--- src/rtl/gcd_pkg.sv ---
// Shared constants, types and elaboration-time table functions for the
// great-circle distance block. No dependencies.
package gcd_pkg;

	localparam int CORDIC_STEPS_DEF = 24;
	localparam int FRAC_BITS_DEF = 30;
	localparam int QUEUE_DEPTH = 4;
	localparam int QPTR_W = $clog2(QUEUE_DEPTH);
	localparam int QCNT_W = $clog2(QUEUE_DEPTH + 1);
	localparam int ISQRT_STEPS = 32;
	localparam int VEC_W = 36;
	localparam int ZQ_W = 33;
	localparam int RADIUS_W = 23;
	localparam int DIST_W = 25;

	localparam logic signed [31:0] LAT_LIMIT = 32'sh4000_0000;
	localparam logic signed [63:0] PI_Q28 = 64'sd843314857;
	localparam logic signed [63:0] QUARTER_PI_Q60 = 64'sh0C90_FDAA_2216_8C23;
	localparam logic signed [63:0] HALF_PI_Q60 = 64'sh1921_FB54_442D_1847;
	localparam logic [RADIUS_W-1:0] RADIUS_RESET = 23'd6371000;

	typedef struct packed {
		logic signed [32:0] dlat;
		logic signed [31:0] dlon;
		logic signed [31:0] lat_a;
		logic signed [31:0] lat_b;
	} queue_item_t;

	typedef struct packed {
		logic [QCNT_W-1:0] count;
		logic              empty;
	} queue_status_t;

	function automatic logic [63:0] div_u64(input logic [63:0] n, input logic [63:0] d);
		logic [63:0] q;
		logic [63:0] r;
		int          b;
		q = '0;
		r = '0;
		for (b = 63; b >= 0; b--) begin
			r = {r[62:0], n[b]};
			if (r >= d) begin
				r = r - d;
				q[b] = 1'b1;
			end
		end
		return q;
	endfunction

	function automatic logic [63:0] isqrt_u64(input logic [63:0] v);
		logic [63:0] r;
		logic [63:0] rem;
		logic [63:0] bt;
		int          j;
		r = '0;
		rem = v;
		bt = 64'd1 << 62;
		for (j = 0; j < ISQRT_STEPS; j++) begin
			if (rem >= r + bt) begin
				rem = rem - (r + bt);
				r = (r >> 1) + bt;
			end else begin
				r = r >> 1;
			end
			bt = bt >> 2;
		end
		return r;
	endfunction

	function automatic logic signed [63:0] atan_q60(input int idx);
		logic signed [63:0] sum;
		logic [63:0]        term;
		int                 k;
		int                 e;
		sum = '0;
		if (idx == 0) begin
			return QUARTER_PI_Q60;
		end
		for (k = 0; idx * (2 * k + 1) <= 62; k++) begin
			e = 62 - idx * (2 * k + 1);
			term = div_u64(64'd1 << e, 64'(2 * k + 1));
			if (k[0]) begin
				sum = sum - signed'(term);
			end else begin
				sum = sum + signed'(term);
			end
		end
		return (sum + 64'sd2) >>> 2;
	endfunction

	function automatic logic [63:0] gain_inv(input int steps, input int frac);
		logic [63:0] g;
		logic [63:0] s;
		logic [63:0] q;
		logic [63:0] r;
		int          i;
		g = 64'd1 << 60;
		for (i = 0; i < steps; i++) begin
			if (2 * i < 64) begin
				g = g + (g >> (2 * i));
			end
		end
		s = isqrt_u64(g);
		q = div_u64(64'd1 << 30, s);
		r = (64'd1 << 30) - q * s;
		for (i = 0; i < frac; i++) begin
			r = r << 1;
			q = q << 1;
			if (r >= s) begin
				r = r - s;
				q = q | 64'd1;
			end
		end
		return q;
	endfunction

endpackage

--- src/rtl/gcd_queue.sv ---
// Short register queue between the front end and the arithmetic back end.
// Depends on gcd_pkg.
module gcd_queue
	import gcd_pkg::*;
(
	input  logic          clk,
	input  logic          arst_n,
	input  logic          push,
	input  queue_item_t   push_item,
	input  logic          pop,
	output queue_item_t   pop_item,
	output queue_status_t status
);

	queue_item_t       mem_q [QUEUE_DEPTH];
	logic [QPTR_W-1:0] wr_ptr_q;
	logic [QPTR_W-1:0] rd_ptr_q;
	logic [QCNT_W-1:0] count_q;

	function automatic logic [QPTR_W-1:0] next_ptr(input logic [QPTR_W-1:0] p);
		if (p == QPTR_W'(QUEUE_DEPTH - 1)) begin
			return '0;
		end
		return p + QPTR_W'(1);
	endfunction

	always_ff @(posedge clk or negedge arst_n) begin
		if (!arst_n) begin
			wr_ptr_q <= '0;
			rd_ptr_q <= '0;
			count_q <= '0;
		end else begin
			if (push) begin
				wr_ptr_q <= next_ptr(wr_ptr_q);
			end
			if (pop) begin
				rd_ptr_q <= next_ptr(rd_ptr_q);
			end
			if (push && !pop) begin
				count_q <= count_q + QCNT_W'(1);
			end else if (pop && !push) begin
				count_q <= count_q - QCNT_W'(1);
			end
		end
	end

	always_ff @(posedge clk) begin
		if (push) begin
			mem_q[wr_ptr_q] <= push_item;
		end
	end

	assign pop_item = mem_q[rd_ptr_q];
	assign status.count = count_q;
	assign status.empty = (count_q == '0);

	a_no_overflow: assert property (@(posedge clk) disable iff (!arst_n)
		push |-> (count_q < QCNT_W'(QUEUE_DEPTH) || pop))
		else $error("Transaction pushed into a full queue.");

	a_no_underflow: assert property (@(posedge clk) disable iff (!arst_n)
		pop |-> (count_q != '0))
		else $error("Transaction popped from an empty queue.");

	a_count_bound: assert property (@(posedge clk) disable iff (!arst_n)
		count_q <= QCNT_W'(QUEUE_DEPTH))
		else $error("Queue count beyond its depth.");

endmodule

--- config.mk ---
export PLATFORM = sky130hd
export DESIGN_NAME = gcd_queue
export DESIGN_NICKNAME = d
export VERILOG_FILES = /design/src/rtl/gcd_pkg.sv /design/src/rtl/gcd_queue.sv
export SDC_FILE = /design/constraint.sdc
export NUM_CORES = 1
export LEC_CHECK = 0
export BUFFER_PORTS_ARGS = -buffer_cell sky130_fd_sc_hd__buf_2
export CAP_MARGIN = 20
export CORE_ASPECT_RATIO = 1.75
export CORE_UTILIZATION = 51
export CTS_BUF_LIST = sky130_fd_sc_hd__clkbuf_4 sky130_fd_sc_hd__clkbuf_8 sky130_fd_sc_hd__clkbuf_16
export CTS_CLUSTER_DIAMETER = 120
export DETAILED_ROUTE_END_ITERATION = 10
export HOLD_SLACK_MARGIN = 0.1
export PLACE_DENSITY = 0.82
export RECOVER_POWER = 100
export SYNTH_ARGS = -nofsm -noshare
export SYNTH_HDL_FRONTEND = slang
export SYNTH_SLANG_ARGS = --single-unit
--- constraint.sdc ---
create_clock -name clk -period 4.15 [get_ports clk]
set_clock_uncertainty 0.15 [all_clocks]
set_input_delay 0 -clock clk [delete_from_list [all_inputs] [get_ports clk]]
set_output_delay 0 -clock clk [all_outputs]
set_load 0.05 [all_outputs]
# [Word-level counts from Yosys, hierarchy flattened]
# Memory sizes are Yosys's and may differ from the RTL's.
# Cells that the tools add are included.
[word_totals] out_inout_bits=133 ram_bits=516 reg_bits=7 word_cells=28 mem_count=1
[memory_table] name="mem_q" words=4 word_bits=129 read_ports=1 rd_clocked_by_memory_dff=0 write_ports=1 line_no="gcd_queue.sv:15" source="queue_item_t mem_q [QUEUE_DEPTH];"
[op_classes] eq_ne=2 n_addsub=4 reduce_logical=6 muxes=12
[op_table] op="2-bit 2-to-1 mux" n=4
[op_table] op="1-bit 2-to-1 mux" n=6
[op_table] op="3-bit 2-to-1 mux" n=2
[op_table] op="2-bit by 1-bit adder with 2-bit output, second input constant" n=2
[op_table] op="2-bit equality test, second input constant" n=2
[op_table] op="3-bit by 1-bit adder with 3-bit output, second input constant" n=1
[op_table] op="3-bit logical NOT" n=1
[op_table] op="3-bit by 1-bit subtractor with 3-bit output, second input constant" n=1
[op_table] op="1-bit logical AND" n=2
[op_table] op="1-bit logical NOT" n=2
[op_table] op="2-bit nonzero test" n=1

# [Longest topological paths before layout]
[depth] word_depth=4 mapped_depth=7 depth_no_buf=7

# [Worst setup path after synthesis]
# No wires, ideal clock.
[synth_timing] kind="flip-flop to flip-flop" from="register wr_ptr_q[0]" to="memory mem_q[0][0] (netlist bit), enable pin" slack_ns=-0.087 t_required_ns=3.497 stages_incl_launch_ff=4 t_arrival_ns=3.584 setup_time_ns=0.503 period_less_slack_ns=4.237 n_path_buf=0 cell_sequence="dfrtp_1 inv_1 ha_1 and2_1"
[synth_rtl] element="start: declaration" line_no="gcd_queue.sv:16" source="logic [QPTR_W-1:0] wr_ptr_q;"
[synth_rtl] element="start signal: assignment" line_no="gcd_queue.sv:34" source="wr_ptr_q <= next_ptr(wr_ptr_q);"
[synth_rtl] element="end: declaration" line_no="gcd_queue.sv:15"
# No word-level cell before the write port.

==> run_results.csv <==
group,metric,value,unit
setup_path,path_class,"reg2out",
sta,setup_tns,0,ns
global_routing,grt_overflow,0,
drt,drt.antenna.violating_nets,0,
sta,fin_ws,0.634,ns
hold_path,hold_class,"in2reg",
drt,via_count,9735,
finish,layout_commonest_cell,"edfxtp_1",
synth,yosysWarnings,0,
global_routing,grt_busiest_layer,"met2",
place,post-place-cells,1434,
sta,max-slew-margin-rel,-19.0,%
floorplan,die-height,257,microns
finish,n_fill_cell,2310,
sta,hold_viol_final,0,
drt,drc,0,
synth,syn_inst,710,
place,io_buffers,265,
floorplan,core-area,0.0368,sq mm
clock_tree,clockBufferDepth,3,
floorplan,initial_utilization,51.7,%
finish,drive_above_1_share,29.5,%
global_routing,grt_pass1_wl,63000,microns
sta,post-route-period-util,84.7,%
clock_tree,root_buffer,"clkbuf_16",
sta,rsz0062_at_grt,"false",
run,maxCapViolations,2,
place,pre_cts_ws,1.75,ns
drt,drt-total-wl,42400,microns
status,status,"finished with violations",
floorplan,chipWidth,148,microns
clock_tree,clk-insertion-delay-late,0.55,ns
clock_tree,cts_setup_buffers,0,
setup_path,cp.buffers_inverters,2,
finish,stdcell_area,0.0248,sq mm
setup_path,worst-path-stages,3,
global_routing,grt_use_met2,41.1,%
finish,final_cell_mix,"516 x edfxtp_1, 257 x dlygate4sd3_1, 162 x buf_2",
setup_path,crit_path_max_incr_delay,1.08,ns
finish,finalNonFillerCells,1776,
clock_tree,numCtsBuffers,44,
clock_tree,htree_levels,2,
place,hpwl,22400,microns
global_routing,grt_use_met1,25.3,%
sta,tightest_slew,1.78,ns
sta,min_period,3.52,ns
clock_tree,cts_tree,"built",
setup_path,cp_top_family,"buffers and inverters",
global_routing,antenna_found_initial,7,
setup_path,r2r_cells,4,
setup_path,cp_max_fo,50,
synth,synth_cell_types,20,
setup_path,cp-start-kind,"register",
clock_tree,cts.clk_slew.worst_paths,0.07,ns
sta,final_max_slew_viol_count,118,
setup_path,crit_chain,"clkbuf_2 > mux4_2 > buf_2",
power,power.leakage,8.38,nW
hold_path,whs_path_depth,3,
synth,netlist_area,0.0190,sq mm
floorplan,row_count,93,
status,failed_checks,"max-capacitance violations, max-slew violations",
drt,vias_per_cell,5.48,
finish,utilization,67.4,%
power,power,18.0,mW
finish,syn_to_final_growth,30.4,%
setup_path,critPathArrivalTime,3.37,ns
global_routing,grt_pass1_vias,10600,
synth,syn_avg_cell_area,26.8,sq um
synth,syn_nets,850,
clock_tree,clkSinkCount,523,
sta,setup_viol_count_final,0,
setup_path,end_kind,"primary output",
setup_path,required,4.00,ns
floorplan,io_pins,266,
setup_path,crit_path_top_delay_cell,"clkbuf_2",
power,vdd.ir_drop.worst,0.000675,V
finish,fin_nets,1402,
sta,whs,0.139,ns
power,power.density,727,mW/mm^2
drt,wire_per_inst,23.9,microns
synth,ys_seq_area_share,82.4,%
global_routing,grt_max_degree,87,
synth,ys_seq_elements,523,
place,place_area,0.0209,sq mm
place,routabilityCongestion,0.753,
sta,fmax,0.284,GHz
global_routing,track_usage,22.7,%
drt,drt_iter0_markers,681,
drt,first_pass_iters,4,
setup_path,rrSetupSlack,0.80,ns
global_routing,met3_usage,3.46,%
floorplan,dieArea,0.0381,sq mm
-- tightest hold or removal path, delay by kind of cell --
family | cells | cell delay (ns)
muxes | 1 | 0.14
buffers and inverters | 2 | 0.66
-- final timing paths --
| path | start | to |
|---|---|---|
| setup / recovery | rd_ptr_q[1] | pop_item[13] |
| hold / removal | pop | rd_ptr_q[1] |
| hold reg to reg | count_q[2] | count_q[2] |
| min in group asynchronous | arst_n | rd_ptr_q[0] |
| max in group asynchronous | arst_n | rd_ptr_q[1] |
| setup reg to reg | wr_ptr_q[1] | mem_q[1][36] |
-- logic make-up (layout without fill, tap and decap cells) --
family	Yosys count	count (layout)	share of synthesized area [%]
mux	131	131	15.4
compound gates	3	3	0.0921
simple gates	10	10	0.263
xor+xnor	3	3	0.138
flops	523	523	82.4
fa+ha+maj	7	7	0.500
buf+inv	33	620	1.22
other cells	0	4	0
-- routing by layer --
| layer | share of wire, % | vias to the layer above |
|---|---|---|
| met5 | 0.092 | - |
| met2 | 55 | 354 |
| met4 | 5.7 | 6 |
| li1 | - | 4184 |
| met1 | 35 | 5072 |
| met3 | 4.4 | 119 |
-- sequential cells by signal (all words and copies together) (netlist names) --
signal,flops
mem_q,516
wr_ptr_q,2
rd_ptr_q,2
count_q,3
-- final cells by class --
cell class	count	area [sq um]	area share, %
sequential	523	15700	63.2
timing repair buffer	535	3860	15.6
multi-input combinational	154	3120	12.6
clock buffer	53	1200	4.85
tap	475	594	2.40
clock inverter	28	310	1.25
inverter	4	15.0	0.0606
antenna	4	10.0	0.0404
-- synthesized netlist by cell type --
master / number / share of area (%)
buf_1: 3 / 0.059
xor2_1: 2 / 0.092
buf_6: 11 / 0.65
buf_4: 3 / 0.12
inv_1: 4 / 0.079
nor2_1: 2 / 0.039
mux4_2: 129 / 15
nand2_1: 2 / 0.039
and2_1: 4 / 0.13
clkbuf_1: 1 / 0.020
ha_1: 6 / 0.39
a21o_1: 1 / 0.039
edfxtp_1: 516 / 81
o21ai_0: 2 / 0.053
nor3_1: 2 / 0.053
xnor2_1: 1 / 0.046
mux2_2: 2 / 0.12
fa_1: 1 / 0.11
buf_2: 11 / 0.29
dfrtp_1: 7 / 0.92
-- repair_timing --
action / in CTS / in global routing
hold buffers: 256 / 1
endpoints found under the hold margin: 553 / 4
gates resized for setup: 0 / 0
-- where the power goes --
group	switching [mW]	internal [mW]
Clock	1.82	2.46
Sequential	0.414	6.80
Combinational	4.66	1.87
Total	6.89	11.1
No activity file was read; power rests on OpenSTA's default activity.
