<file path="config.mk">
export PLATFORM = sky130hd
export DESIGN_NAME = gcd_front
export DESIGN_NICKNAME = d
export VERILOG_FILES = /design/src/rtl/gcd_pkg.sv /design/src/rtl/gcd_front.sv
export SDC_FILE = /design/constraint.sdc
export NUM_CORES = 1
export LEC_CHECK = 0
export ABC_CLOCK_PERIOD_IN_PS = 7700
export BUFFER_PORTS_ARGS = -buffer_cell sky130_fd_sc_hd__buf_2
export CORE_ASPECT_RATIO = 0.8
export CORE_MARGIN = 4
export CORE_UTILIZATION = 40
export CTS_CLUSTER_SIZE = 30
export DETAILED_ROUTE_END_ITERATION = 10
export PLACE_DENSITY = 0.66
export RECOVER_POWER = 100
export SYNTH_ARGS = -nofsm -noshare
export SYNTH_HDL_FRONTEND = slang
export SYNTH_SLANG_ARGS = --single-unit
</file>
<file path="constraint.sdc">
create_clock -name clk -period 7.7 [get_ports clk]
set_input_delay 1.155 -clock clk [delete_from_list [all_inputs] [get_ports clk]]
set_output_delay 1.155 -clock clk [all_outputs]
set_load 0.03 [all_outputs]
</file>
<file path="src/rtl/gcd_pkg.sv">
// Shared constants, types and elaboration-time table functions for the
// great-circle distance block. No dependencies.
package gcd_pkg;

	localparam int CORDIC_STEPS_DEF = 24;
	localparam int FRAC_BITS_DEF = 30;
	localparam int QUEUE_DEPTH = 4;
	localparam int QPTR_W = $clog2(QUEUE_DEPTH);
	localparam int QCNT_W = $clog2(QUEUE_DEPTH + 1);
	localparam int ISQRT_STEPS = 32;
	localparam int VEC_W = 36;
	localparam int ZQ_W = 33;
	localparam int RADIUS_W = 23;
	localparam int DIST_W = 25;

	localparam logic signed [31:0] LAT_LIMIT = 32'sh4000_0000;
	localparam logic signed [63:0] PI_Q28 = 64'sd843314857;
	localparam logic signed [63:0] QUARTER_PI_Q60 = 64'sh0C90_FDAA_2216_8C23;
	localparam logic signed [63:0] HALF_PI_Q60 = 64'sh1921_FB54_442D_1847;
	localparam logic [RADIUS_W-1:0] RADIUS_RESET = 23'd6371000;

	typedef struct packed {
		logic signed [32:0] dlat;
		logic signed [31:0] dlon;
		logic signed [31:0] lat_a;
		logic signed [31:0] lat_b;
	} queue_item_t;

	typedef struct packed {
		logic [QCNT_W-1:0] count;
		logic              empty;
	} queue_status_t;

	function automatic logic [63:0] div_u64(input logic [63:0] n, input logic [63:0] d);
		logic [63:0] q;
		logic [63:0] r;
		int          b;
		q = '0;
		r = '0;
		for (b = 63; b >= 0; b--) begin
			r = {r[62:0], n[b]};
			if (r >= d) begin
				r = r - d;
				q[b] = 1'b1;
			end
		end
		return q;
	endfunction

	function automatic logic [63:0] isqrt_u64(input logic [63:0] v);
		logic [63:0] r;
		logic [63:0] rem;
		logic [63:0] bt;
		int          j;
		r = '0;
		rem = v;
		bt = 64'd1 << 62;
		for (j = 0; j < ISQRT_STEPS; j++) begin
			if (rem >= r + bt) begin
				rem = rem - (r + bt);
				r = (r >> 1) + bt;
			end else begin
				r = r >> 1;
			end
			bt = bt >> 2;
		end
		return r;
	endfunction

	function automatic logic signed [63:0] atan_q60(input int idx);
		logic signed [63:0] sum;
		logic [63:0]        term;
		int                 k;
		int                 e;
		sum = '0;
		if (idx == 0) begin
			return QUARTER_PI_Q60;
		end
		for (k = 0; idx * (2 * k + 1) <= 62; k++) begin
			e = 62 - idx * (2 * k + 1);
			term = div_u64(64'd1 << e, 64'(2 * k + 1));
			if (k[0]) begin
				sum = sum - signed'(term);
			end else begin
				sum = sum + signed'(term);
			end
		end
		return (sum + 64'sd2) >>> 2;
	endfunction

	function automatic logic [63:0] gain_inv(input int steps, input int frac);
		logic [63:0] g;
		logic [63:0] s;
		logic [63:0] q;
		logic [63:0] r;
		int          i;
		g = 64'd1 << 60;
		for (i = 0; i < steps; i++) begin
			if (2 * i < 64) begin
				g = g + (g >> (2 * i));
			end
		end
		s = isqrt_u64(g);
		q = div_u64(64'd1 << 30, s);
		r = (64'd1 << 30) - q * s;
		for (i = 0; i < frac; i++) begin
			r = r << 1;
			q = q << 1;
			if (r >= s) begin
				r = r - s;
				q = q | 64'd1;
			end
		end
		return q;
	endfunction

endpackage

</file>
<file path="src/rtl/gcd_front.sv">
// Front end: accepts point pairs, clamps latitudes and forms the differences.
// Depends on gcd_pkg; feeds gcd_queue.
module gcd_front
	import gcd_pkg::*;
(
	input  logic                clk,
	input  logic                arst_n,
	input  logic                start,
	output logic                busy,
	input  logic signed [31:0]  lat_a,
	input  logic signed [31:0]  lon_a,
	input  logic signed [31:0]  lat_b,
	input  logic signed [31:0]  lon_b,
	input  queue_status_t       status,
	output logic                push,
	output queue_item_t         push_item
);

	logic               accept;
	logic signed [31:0] la;
	logic signed [31:0] lb;
	logic               valid_s1;
	queue_item_t        item_s1;

	function automatic logic signed [31:0] clamp_lat(input logic signed [31:0] v);
		if (v > LAT_LIMIT) begin
			return LAT_LIMIT;
		end else if (v < -LAT_LIMIT) begin
			return -LAT_LIMIT;
		end
		return v;
	endfunction

	assign busy = ({1'b0, status.count} + (QCNT_W + 1)'(valid_s1))
		>= (QCNT_W + 1)'(QUEUE_DEPTH);
	assign accept = start && !busy;
	assign la = clamp_lat(lat_a);
	assign lb = clamp_lat(lat_b);

	always_ff @(posedge clk or negedge arst_n) begin
		if (!arst_n) begin
			valid_s1 <= 1'b0;
		end else begin
			valid_s1 <= accept;
		end
	end

	always_ff @(posedge clk) begin
		if (accept) begin
			item_s1.dlat <= 33'(lb) - 33'(la);
			item_s1.dlon <= lon_b - lon_a;
			item_s1.lat_a <= la;
			item_s1.lat_b <= lb;
		end
	end

	assign push = valid_s1;
	assign push_item = item_s1;

	a_idle_not_busy: assert property (@(posedge clk) disable iff (!arst_n)
		(status.empty && !valid_s1) |-> !busy)
		else $error("Front end busy with nothing in flight.");

endmodule

</file>
Word level (Yosys, flattened, before mapping). Cells that the tools add are included.

Register bits: 130. Bits in latches: 0. Bits in writable memories: 0. Memory bits (read-only): 0. Bits of input ports: 135. Output and inout bits: 131. Logic and storage cells: 25. Memories: 0.

Add/subtract/negate cells: 3. Multiply operators: 0. Divide/modulo/power cells: 0. $lt $le $gt $ge: 5. Eq/ne operators: 0. Shifts and indexed selects: 0. Muxes and demuxes: 10. Bitwise logic cells: 0. Reductions and logical operators: 2.

Operators by type and width (count): two-way mux 32 bit (6); greater-than comparator 32 bit, second input constant (2); < comparator 32 x 31 -> 1 bit, second input constant (2); subtractor 32 x 32 -> 33 bit (1); subtractor 32 bit (1); adder 3 x 1 -> 4 bit (1); >= comparator 4 x 3 -> 1 bit, second input constant (1); two-way mux 1 bit (4); logical AND 1 bit (1); zero test 1 bit (1).

Logic depth before layout (Yosys ltp).
Depth after elaboration: 5. Gate-level depth with buffers: 16. Mapped depth without buffers: 15.

Least setup slack after synthesis. No wires, ideal clock.

Path type: input -> register. From: in status[1] (netlist bit). To: reg valid_s1 (netlist: push). Setup time: 0.692 ns. Data arrival time: 6.864 ns. Data required time: 7.008 ns. Path slack: 0.144 ns. Stages: 2. Path through: a31o_2 -> nor2_1.

Word-level cells in the longest chain between the ends: 4.

RTL lines: start, declared (RTL line gcd_front.sv:14) `input queue_status_t status,`; adder 3 x 1 -> 4 bit (RTL line gcd_front.sv:34) `assign busy = ({1'b0, status.count} + (QCNT_W + 1)'(valid_s1))`; >= comparator 4 x 3 -> 1 bit (RTL line gcd_front.sv:35) `>= (QCNT_W + 1)'(QUEUE_DEPTH);`; zero test 1 bit (RTL line gcd_front.sv:36) `assign accept = start && !busy;`; logical AND 1 bit (RTL line gcd_front.sv:36); named net accept (RTL line gcd_front.sv:19) `logic accept;`; end signal, assigned (RTL line gcd_front.sv:44) `valid_s1 <= accept;`; end, declared (RTL line gcd_front.sv:22) `logic valid_s1;`.

The timed path passes the listed nets, and every way through them passes these cells. A chain may end at the register's enable or synchronous reset.

Worst setup path in the final report.
From: in lat_b[18]. To: reg item_s1, in the netlist push_item[127] (data pin).

Word-level cells in the longest chain between the ends: 5. Elaborated cells between the ends (all ways): 7.

RTL lines: start, declared (RTL line gcd_front.sv:12) `input logic signed [31:0] lat_b,`; < comparator 32 x 31 -> 1 bit (RTL line gcd_front.sv:28) `end else if (v < -LAT_LIMIT) begin`; two-way mux 1 bit (RTL line gcd_front.sv:28); two-way mux 1 bit (RTL line gcd_front.sv:26) `if (v > LAT_LIMIT) begin`; two-way mux 32 bit (*) (RTL line gcd_front.sv:31) `return v;`; named net lb[2] (RTL line gcd_front.sv:21) `logic signed [31:0] lb;`; subtractor 32 x 32 -> 33 bit (*) (RTL line gcd_front.sv:50) `item_s1.dlat <= 33'(lb) - 33'(la);`; end, declared (RTL line gcd_front.sv:23) `queue_item_t item_s1;`.

The timed path passes the listed nets; every way through them passes the cells marked *.

==> metrics.csv <==
stage,metric,value,unit
status,outcome,finished with violations,
status,violations,"capacitance limit, slew limit",
worst_setup_path,r2r_slack,2940,ps
synthesis,yosysTopAreaCellShare,48.5,%
synthesis,synthCells,754,
routing,via_per_inst,5.09,
place,port_buffers,264,
timing,whs,506,ps
worst_setup_path,cp.arrival,6400,ps
place,gp_congestion,0.892,
cts,tritoncts,yes,
timing,min_period,6250,ps
synthesis,seq_area_frac_synth,48.8,%
floorplanning,core_area,19300,µm²
cts,ctsHtreeMaxLevel,4,
routing,dr.pass1.iters,5,
synthesis,avgSynthCellArea,10.6,µm²
worst_setup_path,critPathMaxStageDelay,1050,ps
layout,regArea,3900,µm²
worst_setup_path,crit_type,input pin to register,
layout,drive_gt1_share,16.3,%
cts,cts_root_buf,clkbuf_16,
timing,maxSlewViolCount,133,
synthesis,ys.flop_type,edfxtp_1,
floorplanning,die_w,166,µm
layout,multi_input_area,3600,µm²
global_routing,grt-ovfl-total,0,
worst_setup_path,crit_end,push_item[127]$_DFFE_PP_,
worst_setup_path,rr_startpoint,push$_DFF_PN0_,
floorplanning,pin_count,266,
worst_setup_path,path_cells,buf_2 -> nor4_1 -> and4_1 -> a41oi_1 -> mux2i_1 -> clkbuf_1 -> and2_0 -> ha_1 -> a21o_1 -> a21oi_1 -> a21oi_1 -> a31oi_1 -> o31ai_1 -> o221ai_1 -> a211o_1,
global_routing,grt_pass1_vias,6335,
synthesis,syn_area,7980,µm²
timing,finalCritPeriodShare,81.1,%
cts,post_cts_buffers,0,
place,hpwl,17.5,mm
synthesis,yosys.cell_types.count,60,
worst_setup_path,crit_fanout,17,
place,placed_area,9570,µm²
cts,ctsResizeCount,0,
global_routing,grt_max_degree,82,
routing,wl_per_cell,17.1,µm
floorplanning,rows,45,
pwr,p_leak,4.35,nW
global_routing,grtUsageTotal,19.2,%
cts,cts_buffers,17,
worst_setup_path,reg2regPathDepth,4,
synthesis,synth_edf_count,129,
place,dp_cells,1254,
worst_setup_path,cp_common_cell,a21oi_1,
routing,route.detailed.drc,0,
worst_setup_path,cpMaxStageDelayCell,mux2i_1,
worst_setup_path,r2r_end,push_item[81]$_DFFE_PP_,
layout,fin_nets,1215,
layout,fin_cells,1286,
synthesis,synth_largest_area_cell,edfxtp_1,
timing,fin_setup_tns,0,ps
routing,wl,22.0,mm
worst_setup_path,startpoint,lat_b[18],
synthesis,ys_warn_count,0,
floorplanning,dieArea,22300,µm²
timing,fmax,160,MHz
worst_setup_path,endpoint_kind,register,
layout,final_area,9900,µm²
worst_setup_path,crit_required,7860,ps
global_routing,grt_pass1_wl,33.5,mm
cts,clk_latency,410,ps
synthesis,synthTopCellsByArea,"edfxtp_1, ha_1, xnor2_1",
global_routing,antenna_found_initial,2,
timing,worstMarginPinSlew,2600,ps
timing,slew_headroom,-73.3,%
layout,fillers,1860,
timing,hold_viol,0,
flow_run,maxCapViolCount,2,
cts,clockBufferDepth,2,
synthesis,synth_seq_cells,130,
floorplanning,start_util,41.3,%
cts,cts.clk_slew.worst_paths,60,ps
routing,vias,6544,
floorplanning,fp.dieH,134,µm
min_path,hold_path.class,input pin to async pin,
synthesis,synth_fp_nets,954,
layout,area_delta_synth_final,23.9,%
timing,rsz0062_at_grt,false,
pwr,ir_drop,0.118,mV
routing,ant_nets,0,
cts,postCtsHoldBufs,0,
pwr,powerDensity,231,nW/µm²
worst_setup_path,startpoint_type,input pin,
timing,finClkSkew,6.64,ps
timing,setup_viol,0,
layout,antenna_cells,0,
cts,cts.sinks,130,
synthesis,synthArstFlopShare,0.769,%
routing,drt_iter0_drc,551,
## worst min-delay path by stage
| stage | slack (ps) | cells past startpoint | end |
|---|---|---|---|
| floorplan | 860 | 0 | push$_DFF_PN0_ |
| global placement | 930 | 1 | push$_DFF_PN0_ |
| CTS | 480 | 1 | push$_DFF_PN0_ |
| finish | 510 | 1 | push$_DFF_PN0_ |
| global route | 480 | 1 | push$_DFF_PN0_ |
| detailed placement | 930 | 1 | push$_DFF_PN0_ |
## per-stage QoR
step	util, %	power [W]	setup WS, ps
3_3_place_gp	49.5	0.00148	1660
5_1_grt	51.2	0.00240	1000
2_1_floorplan	-	0.00132	144
6_report	51.2	0.00228	1450
3_5_place_dp	49.5	0.00149	1630
4_1_cts	52.7	0.00233	2060
## registers in the layout, indices dropped and copies added, names as in the netlist
signal / flops
push: 1
push_item: 129
## worst max-delay path, delay by kind of cell
family                     cells  cell delay, ps
AOI/OAI and AO/OA              8            2000
and+or+nand+nor                3            1290
muxes                          1            1050
buffers and inverters          2             640
adders and majority gates      1             250
## cell usage in the layout (no fill, tap or decap), types with 5 or more instances in the layout
| master | instances |
|---|---|
| nand4_1 | 8 |
| o21ai_0 | 22 |
| buf_2 | 129 |
| nand2_1 | 67 |
| and2_0 | 27 |
| o211ai_1 | 6 |
| nor2_1 | 36 |
| a31oi_1 | 6 |
| a21o_1 | 38 |
| nor4_1 | 14 |
| nand2b_1 | 5 |
| o31ai_1 | 6 |
| ha_1 | 63 |
| clkbuf_1 | 137 |
| xnor2_1 | 38 |
| clkbuf_16 | 17 |
| a21oi_1 | 60 |
| nor3_1 | 7 |
| inv_1 | 80 |
| nand3_1 | 12 |
| edfxtp_1 | 129 |
| o21a_1 | 9 |
| nor2b_1 | 7 |
| xor2_1 | 22 |
| o21bai_1 | 7 |
## synthesized netlist by cell type, drive strengths merged, types with 2 or more instances
cell type  count
a211oi         4
xnor2         38
or3            3
fa             2
and4           2
o221ai         3
inv           80
and3           4
o22ai          4
nand4          8
xor2          22
o21bai         7
o31ai          6
o21a           9
and2          30
o41ai          2
or4            2
edfxtp       129
a211o          3
o21ai         26
nand2         67
a41oi          3
a31oi          6
a21o          38
a2111oi        3
ha            63
nand2b         5
nand3         12
nor4          14
nor2          37
nor3           7
buf            2
o2111ai        2
a21oi         60
or2            4
o211ai         6
clkbuf        23
nor2b          7
## layer usage
metal  part of all wire, %  global-route usage, %  up-vias  routed length (µm)
met3                    10                   7.28       30                2230
met5                  0.12                      0        -                  27
met4                   1.4                   5.18        4                 308
met1                    44                   25.1     3005                9670
met2                    44                   30.1      264                9760
li1                      -                      -     3241                   -
## report_power, final
group          switching, W  internal, W
Sequential        0.0000135     0.000859
Combinational      0.000373     0.000205
Clock              0.000318     0.000513
## kinds of logic after synthesis
logic type,Yosys count,share of synthesized area [%]
compound gates,187,16.3
xor+xnor,60,6.58
fa+ha+maj,65,10.4
buf+inv,106,5.01
flops,130,48.8
mux,2,0.266
simple gates,204,12.6
## final cells by class
class                   instances  area share (%)
repair buffers                267            11.8
well taps                     258            3.26
clock buffers                  17            4.30
multi-input cells             518            36.4
inverters                      81            3.07
flip-flops and latches        130            39.4
clock inverters                15            1.83
Note: power is estimated with default switching activity, not from simulation.
